## src/pfqs_pkg.sv

```systemverilog
`timescale 1ns / 1ps
`default_nettype none
// ----------------------------------------------------------------------------
// pfqs_pkg
// Shared types and constants of the per-flow QoS statistics table.
// ----------------------------------------------------------------------------
package pfqs_pkg;

	localparam int UE_W    = 16;
	localparam int QFI_W   = 6;
	localparam int LEN_W   = 16;
	localparam int CNT_W   = 64;
	localparam int KEY_W   = UE_W + QFI_W;

	localparam int IN_DATA_W  = 40;  // ue, qfi, length = 38 bits, padded to bytes
	localparam int OUT_DATA_W = 152; // ue, qfi, packets, bytes = 150 bits, padded
	localparam int OUT_USER_W = 2;   // new_flow, stored

	localparam int FIRST_PERIOD  = 100;
	localparam int SECOND_PERIOD = 1000;
	localparam int RES1_W = $clog2(FIRST_PERIOD);
	localparam int RES2_W = $clog2(SECOND_PERIOD);

	localparam int REG_IDX_W  = 1;
	localparam int REG_DATA_W = QFI_W;
	localparam logic [REG_IDX_W-1:0] REG_WATCH_FIRST  = 1'b0;
	localparam logic [REG_IDX_W-1:0] REG_WATCH_SECOND = 1'b1;
	localparam logic [QFI_W-1:0] WATCH_FIRST_RST  = 6'd5;
	localparam logic [QFI_W-1:0] WATCH_SECOND_RST = 6'd9;

	// One table slot as held in memory. The residues track packets modulo the
	// two report periods so that no wide modulo is needed on the counter.
	typedef struct packed {
		logic              valid;
		logic [KEY_W-1:0]  key;
		logic [CNT_W-1:0]  packets;
		logic [CNT_W-1:0]  bytes;
		logic [RES1_W-1:0] res_first;
		logic [RES2_W-1:0] res_second;
	} slot_t;

	typedef enum logic [5:0] {
		ST_CLEAR = 6'b000001,
		ST_IDLE  = 6'b000010,
		ST_HASH  = 6'b000100,
		ST_PROBE = 6'b001000,
		ST_ADD   = 6'b010000,
		ST_WB    = 6'b100000
	} state_t;

endpackage : pfqs_pkg
`default_nettype wire

```

## src/pfqs_hash.sv

```systemverilog
`timescale 1ns / 1ps
`default_nettype none
// ----------------------------------------------------------------------------
// pfqs_hash
// Home slot of a flow key: key modulo the table depth. A power-of-two depth
// takes the low bits; any other depth registers the exact quotient, formed by
// reciprocal multiplication, and then the remainder.
// ----------------------------------------------------------------------------
module pfqs_hash #(
	parameter int DEPTH = 1024,
	parameter int IDX_W = $clog2(DEPTH)
) (
	input  wire                     clk,
	input  wire                     arst_n,
	input  wire                     start,
	input  wire [pfqs_pkg::KEY_W-1:0] key,
	output logic                    done,
	output logic [IDX_W-1:0]        home
);
	import pfqs_pkg::*;

	if ((DEPTH & (DEPTH - 1)) == 0) begin : g_pow2
		logic             done_q;
		logic [IDX_W-1:0] home_q;

		always_ff @(posedge clk or negedge arst_n) begin
			if (!arst_n) begin
				done_q <= 1'b0;
			end else begin
				done_q <= start;
			end
		end

		always_ff @(posedge clk) begin
			if (start) begin
				home_q <= key[IDX_W-1:0];
			end
		end

		assign done = done_q;
		assign home = home_q;
	end else begin : g_recip
		// With 2^(IDX_W-1) < DEPTH < 2^IDX_W and a key below 2^KEY_W, the key
		// times RECIP shifted right by SHIFT is exactly key / DEPTH.
		localparam int SHIFT = KEY_W + IDX_W;
		localparam logic [KEY_W:0] RECIP =
			(KEY_W+1)'(((64'd1 << SHIFT) / 64'(DEPTH)) + 64'd1);
		localparam logic [KEY_W-1:0] DEPTH_K = KEY_W'(DEPTH);

		logic             valid_s1;
		logic [KEY_W-1:0] key_s1;
		logic [KEY_W-1:0] quot_s1;
		logic             done_q;
		logic [IDX_W-1:0] home_q;
		logic [2*KEY_W:0] prod;
		logic [KEY_W-1:0] back;
		logic [KEY_W-1:0] diff;

		assign prod = (2*KEY_W+1)'(key) * (2*KEY_W+1)'(RECIP);
		assign back = quot_s1 * DEPTH_K;
		assign diff = key_s1 - back;

		always_ff @(posedge clk or negedge arst_n) begin
			if (!arst_n) begin
				valid_s1 <= 1'b0;
				done_q   <= 1'b0;
			end else begin
				valid_s1 <= start;
				done_q   <= valid_s1;
			end
		end

		always_ff @(posedge clk) begin
			if (start) begin
				key_s1  <= key;
				quot_s1 <= KEY_W'(prod >> SHIFT);
			end
			if (valid_s1) begin
				home_q <= diff[IDX_W-1:0];
			end
		end

		assign done = done_q;
		assign home = home_q;
	end

endmodule : pfqs_hash
`default_nettype wire

```

## config.mk

```make
export PLATFORM = sky130hd
export DESIGN_NAME = pfqs_hash
export DESIGN_NICKNAME = d
export VERILOG_FILES = /design/src/pfqs_pkg.sv /design/src/pfqs_hash.sv
export SDC_FILE = /design/constraint.sdc
export NUM_CORES = 1
export LEC_CHECK = 0
export BUFFER_PORTS_ARGS = -buffer_cell sky130_fd_sc_hd__buf_4
export CAP_MARGIN = 20
export CORE_AREA = 2 2 39 41
export CTS_CLUSTER_DIAMETER = 120
export CTS_CLUSTER_SIZE = 24
export DETAILED_ROUTE_END_ITERATION = 10
export DIE_AREA = 0 0 41 43
export SLEW_MARGIN = 25
export SYNTH_ARGS = -nofsm -noshare
export SYNTH_HDL_FRONTEND = slang
export SYNTH_SLANG_ARGS = --single-unit
```

## constraint.sdc

```tcl
create_clock -name clk -period 0.8 [get_ports clk]
set_input_delay 0.04 -clock clk [delete_from_list [all_inputs] [get_ports clk]]
set_output_delay 0.04 -clock clk [all_outputs]
set_load 0.005 [all_outputs]
```

==> summary.md, run 1 <==
| Metric | Value |
|---|---|
| Status | finished, violations left |
| Failing checks | negative setup slack |
| VDD IR-drop max | around 0.00086 V |
| Max clock buf depth | 2 |
| WP data arrival | between 0.7 and 0.8 ns |
| Global-route wire length before repair | around 860 µm |
| Max-cap violation count | 0 |
| CTS root buffer | clkbuf_4 |
| Worst-path clk slew | roughly 0.070 ns |
| Post-DR vias/cell | roughly 3.8 |
| # port buffers | 23 |
| Sequential share of power | 56.3% |
| Core ar. | ~1400 µm² |
| DP Worst Slack | 0.256 ns |
| Final WL | a little over 600 µm |
| Routed WL per cell | 9.26 µm |
| Setup WS post-layout | -0.0203 ns |
| CTS tree | built |
| # diodes | 0 |
| Mapped Avg Cell Area | about 30 µm² |
| Detail Route Antenna Nets | 0 |
| Row count | 14 |
| Max-slew violation count | 0 |
| First-pass detailed-route iteration total | 1 |
| Min cycle time layout | between 0.8 and 0.9 ns |
| Height of the die | 43 µm |
| CP Buf/Inv Count | 1 |
| P&R area growth vs syn | 107% |
| CP max stage cell | edfxtp_1 |
| Synth unique cells | 2 |
| Initial Util | 23.5% |
| CTS sink count | 11 |
| Switching pwr | roughly 240 µW |
| Via count | 248 |
| Die width | a little over 40 µm |
| Switch share | 19.3% |
| Setup Viol. Count Final | 6 |
| Nets | between 70 and 80 |
| Total congestion overflow | 0 |
| Post-Synthesis Cells | 11 |
| Post-Synthesis Net Count | 36 |
| Hold Path Class | in2async |
| Worst relative slew slack | about nine tenths |
| Total GRT Usage | 7.91% |
| # DRC | 0 |
| Post-synth top area share | between 90% and 100% |
| Max Fclk | 1220 MHz |
| Util after Layout | between 40% and 50% |
| Leak | between 0.0002 and 0.0003 µW |
| Setup TNS | -0.0602 ns |
| Full die area | about 1800 µm² |
| Tcrit/Tclk final | 103% |
| Nature of the critical path startpoint | register |
| Synth area leaders | edfxtp_1, dfrtp_1 |
| Pwr per Cell Area | approximately 1800 nW/µm² |
| Post-CTS setup buffer count | 0 |
| Worst-Margin Slew | 0.136 ns |
| Antenna violations before repair | 0 |
| Critical Path End Type | output port |
| Vias in the first global route | about 240 |
| Multi-input gates | 0 |
| Multi-input gate area | 0 µm² |
| Top cell family by delay on the critical path | flip-flops |
| Hold violation count in the final report | 0 |
| Largest net degree at the start of global routing | 12 |
| DR iter-0 viols | 0 |
| Clock share of power | between 20% and 30% |
| Int Power | between 900 and 1000 µW |
| Kind of critical path | reg2out |
| RSZ-0062 raised after global routing | true |
| Routability Congestion | around 0.6 |
| Req. time, crit path | between 0.7 and 0.8 ns |
| Num CTS Buffers | 3 |
| Comb pwr share | between 10 and 15% |
| H-Tree Depth | 1 |
| CP max stage delay | around 0.38 ns |
| Io pins | 36 |
| Mapped cell area | approximately 330 µm² |
| Post-synthesis sequential area ratio | between 90% and 100% |
| CP Max Fanout | 1 |
| Share of layout cells above drive strength 1 | roughly 54% |
| Flops & latches, synth | 11 |
| Cells along the critical path | buf_4 |
| Synth warn | 0 |
| Fillers | 134 |
| Post-synth top area cell | edfxtp_1 |
[power groups by stage]
stage          Sequential, µW  Combinational, µW  Clock [µW]
2_1_floorplan             706                  0           0
3_3_place_gp              698                122           0
3_5_place_dp              700                124           0
4_1_cts                   687                172         382
5_1_grt                   691                183         396
6_report                  687                171         363
[worst max-delay path by stage]
stage / start / end / depth (start not counted)
4_1_cts: home[6]$_DFFE_PP_ / home[6] / 1
5_1_grt: home[5]$_DFFE_PP_ / home[5] / 1
3_5_place_dp: home[6]$_DFFE_PP_ / home[6] / 1
3_3_place_gp: home[6]$_DFFE_PP_ / home[6] / 1
2_1_floorplan: home[0]$_DFFE_PP_ / home[0] / 0
6_report: home[6]$_DFFE_PP_ / home[6] / 1
[kinds of logic after synthesis]
group / synth area share [%]
DFF: 100
[flip-flops by register name, summed over array words and instances, names as in the netlist]
register / count
home: 10
done: 1
[cell usage in the layout (no fill, tap or decap)]
cell           instances
dfrtp_1                1
clkinv_2               1
dlygate4sd3_1         12
buf_4                 21
buf_6                  2
clkbuf_4               3
edfxtp_1              10
[metal layers]
| metal | track usage (%) | share of wire, % |
|---|---|---|
| met2 | 10.9 | 55 |
| met5 | 0 | 0 |
| met1 | 8.33 | 34 |
| met4 | 6.00 | 0.65 |
| met3 | 4.71 | 11 |
[cell type report]
type | count | area, µm² | area share, %
well taps | 16 | 20.0 | 2.97
clock buffers | 3 | 22.5 | 3.35
repair buffers | 35 | 300 | 44.6
clock inverters | 1 | 5.00 | 0.743
flip-flops and latches | 11 | 325 | 48.3
[synthesized netlist by cell type]
library cell and n:
dfrtp_1 1, edfxtp_1 10
[repair_timing]
item | 4_1_cts | 5_1_grt
pin swaps | 0 | 0
setup endpoints to repair | 11 | 11
resized for setup | 1 | 1
hold buffers | 12 | 0
endpoints found under the hold margin | 12 | 0
[metrics by stage]
step           total power (µW)  hold WS, ns  std cells  instance area (µm²)
6_report                   1220       0.0790         66                  673
3_5_place_dp                823       -0.183         50                  518
3_3_place_gp                819       -0.184         50                  518
5_1_grt                    1270       0.0988         66                  673
2_1_floorplan               706       -0.256         11                  325
4_1_cts                    1240       0.0728         66                  669
Power figures use the tool's default switching activity.
==> inputs of run 2 (changes only) <==
==> constraint.sdc (replaced) <==
create_clock -name clk -period 0.8 [get_ports clk]
set_input_delay 0.04 -clock clk [delete_from_list [all_inputs] [get_ports clk]]
set_output_delay 0.04 -clock clk [all_outputs]
set_load 0.01 [all_outputs]
==> run 2 against run 1 <==
- the flow still finishes with violations (negative setup slack)
- non-clock buffer count stayed put
- first-iteration DRC count is the same
- design area is 4.5% higher
- power grew 3.5%
- worst hold slack gained 0.0077 ns
- via count is 0.40% lower
- die area unchanged
- critical endpoint unchanged
==> summary.md, run 2 (same netlist as run 1, synthesis figures left out) <==
| Metric | Value |
|---|---|
| Status | finished, violations left |
| Failing checks | negative setup slack |
| Max clock buf depth | 2 |
| Multi-input gate area | 0 µm² |
| Largest net degree at the start of global routing | 12 |
| Worst relative slew slack | between 90% and 100% |
| H-Tree Depth | 1 |
| # diodes | 0 |
| Commonest cells after routing, fill and taps aside | buf_4, dlygate4sd3_1, edfxtp_1, buf_6, clkbuf_4 |
| Row count | 14 |
| Final Instance Area | approximately 700 µm² |
| Cell Area, Placed | 518 µm² |
| Max-cap violation count | 0 |
| Pwr per Cell Area | 1800 nW/µm² |
| Most common cell after layout, fill and taps aside | buf_4 |
| Min cycle time layout | between 0.8 and 0.9 ns |
| Multi-input gates | 0 |
| Hold violation count in the final report | 0 |
| Worst-Margin Slew | 0.138 ns |
| Die width | 41 µm |
| Hold Path Class | in2async |
| Routability Congestion | about 0.58 |
| CP Max Fanout | 1 |
| Critical Path End Type | output port |
| Leak | around 0.0003 µW |
| DR iter-0 viols | 0 |
| Setup WS post-layout | -0.0258 ns |
| Total GRT Usage | 7.81% |
| Num CTS Buffers | 3 |
| CP max stage cell | edfxtp_1 |
| Max FFs per register | 10 |
| Detail Route Antenna Nets | 0 |
| Initial Util | a little under a quarter |
| Total congestion overflow | 0 |
| Full die area | approximately 1800 µm² |
| Height of the die | 43 µm |
| Top cell family by delay on the critical path | flip-flops |
| CTS sink count | 11 |
| CTS root buffer | clkbuf_4 |
| RSZ-0062 raised after global routing | true |
| Kind of critical path | reg2out |
| Nets | 76 |
| Cells along the critical path | buf_6 |
| Core ar. | ~1400 µm² |
| Worst-path clk slew | around 0.07 ns |
| Via count | roughly 250 |
| Final WL | between 600 and 700 µm |
| P&R area growth vs syn | 116% |
| Max-slew violation count | 0 |
| Post-DR vias/cell | 3.74 |
| Max Fclk | roughly 1200 MHz |
| Io pins | 36 |
| Tcrit/Tclk final | 103% |
| Antenna violations before repair | 0 |
| Setup TNS | -0.141 ns |
| Fillers | 129 |
| Nature of the critical path startpoint | register |
| # port buffers | 23 |
| Req. time, crit path | 0.76 ns |
| CP max stage delay | 0.39 ns |
| WP data arrival | 0.79 ns |
| First-pass detailed-route iteration total | 1 |
| VDD IR-drop max | approximately 0.0009 V |
| Share of layout cells above drive strength 1 | 54.0% |
| Vias in the first global route | 235 |
| Routed WL per cell | ~9.2 µm |
| CTS tree | built |
| Global-route wire length before repair | between 800 and 900 µm |
| Hold WS | a little under 0.09 ns |
| CP Buf/Inv Count | 1 |
| Setup Viol. Count Final | 10 |
| # DRC | 0 |
run 2: cell count changes in the layout (fill, tap and decap cells not counted):
cell / change
buf_4: -8
buf_6: +8
run 2: path summary, 6_finish.rpt:
path,to,cells after the start,from,slack [ns]
setup / recovery,home[6],1,home[6]$_DFFE_PP_,-0.03
hold / removal,done$_DFF_PN0_,2,arst_n,0.09
max in group asynchronous,done$_DFF_PN0_,2,arst_n,0.63
min in group clk,home[3]$_DFFE_PP_,2,key[3],0.49
run 2: layer usage:
| layer | share of wire (%) | global-route usage [%] | wire length, µm | up-vias |
|---|---|---|---|---|
| met4 | 0.66 | 6.00 | 4 | 0 |
| met2 | 55 | 10.6 | 335 | 12 |
| met3 | 10 | 4.71 | 63 | 2 |
| met5 | 0 | 0 | 0 | - |
| li1 | - | - | - | 122 |
| met1 | 34 | 8.33 | 206 | 111 |
run 2: what timing repair did:
action | in CTS | in global routing
cloned | 0 | 0
endpoints found under the setup margin | 11 | 11
setup buffers | 0 | 0
gates resized for setup | 5 | 5
hold buffers | 12 | 0
hold endpoints to repair | 12 | 0
run 2: report_power, final:
| part | switching (µW) | total [µW] | internal (µW) |
|---|---|---|---|
| Combinational | 61.2 | 207 | 146 |
| Sequential | 17.5 | 693 | 676 |
| Clock | 179 | 363 | 185 |
| Total | 257 | 1260 | 1010 |
run 2: final cells by class:
cell class / instances / area, µm² / area share (%)
tap: 16 / 20.0 / 2.85
clock inverter: 1 / 5.00 / 0.712
sequential: 11 / 325 / 46.3
clock buffer: 3 / 22.5 / 3.20
timing repair buffer: 35 / 330 / 47.0
run 2: metrics by stage:
stage	std cells	setup slack, ns	power [µW]	util [%]
after floorplan	11	0.366	724	-
after global placement	50	0.268	837	37.4
after detailed placement	50	0.247	841	37.4
after CTS	66	-0.0480	1270	49.5
after global routing	66	-0.0620	1310	50.8
final	66	-0.0258	1260	50.8
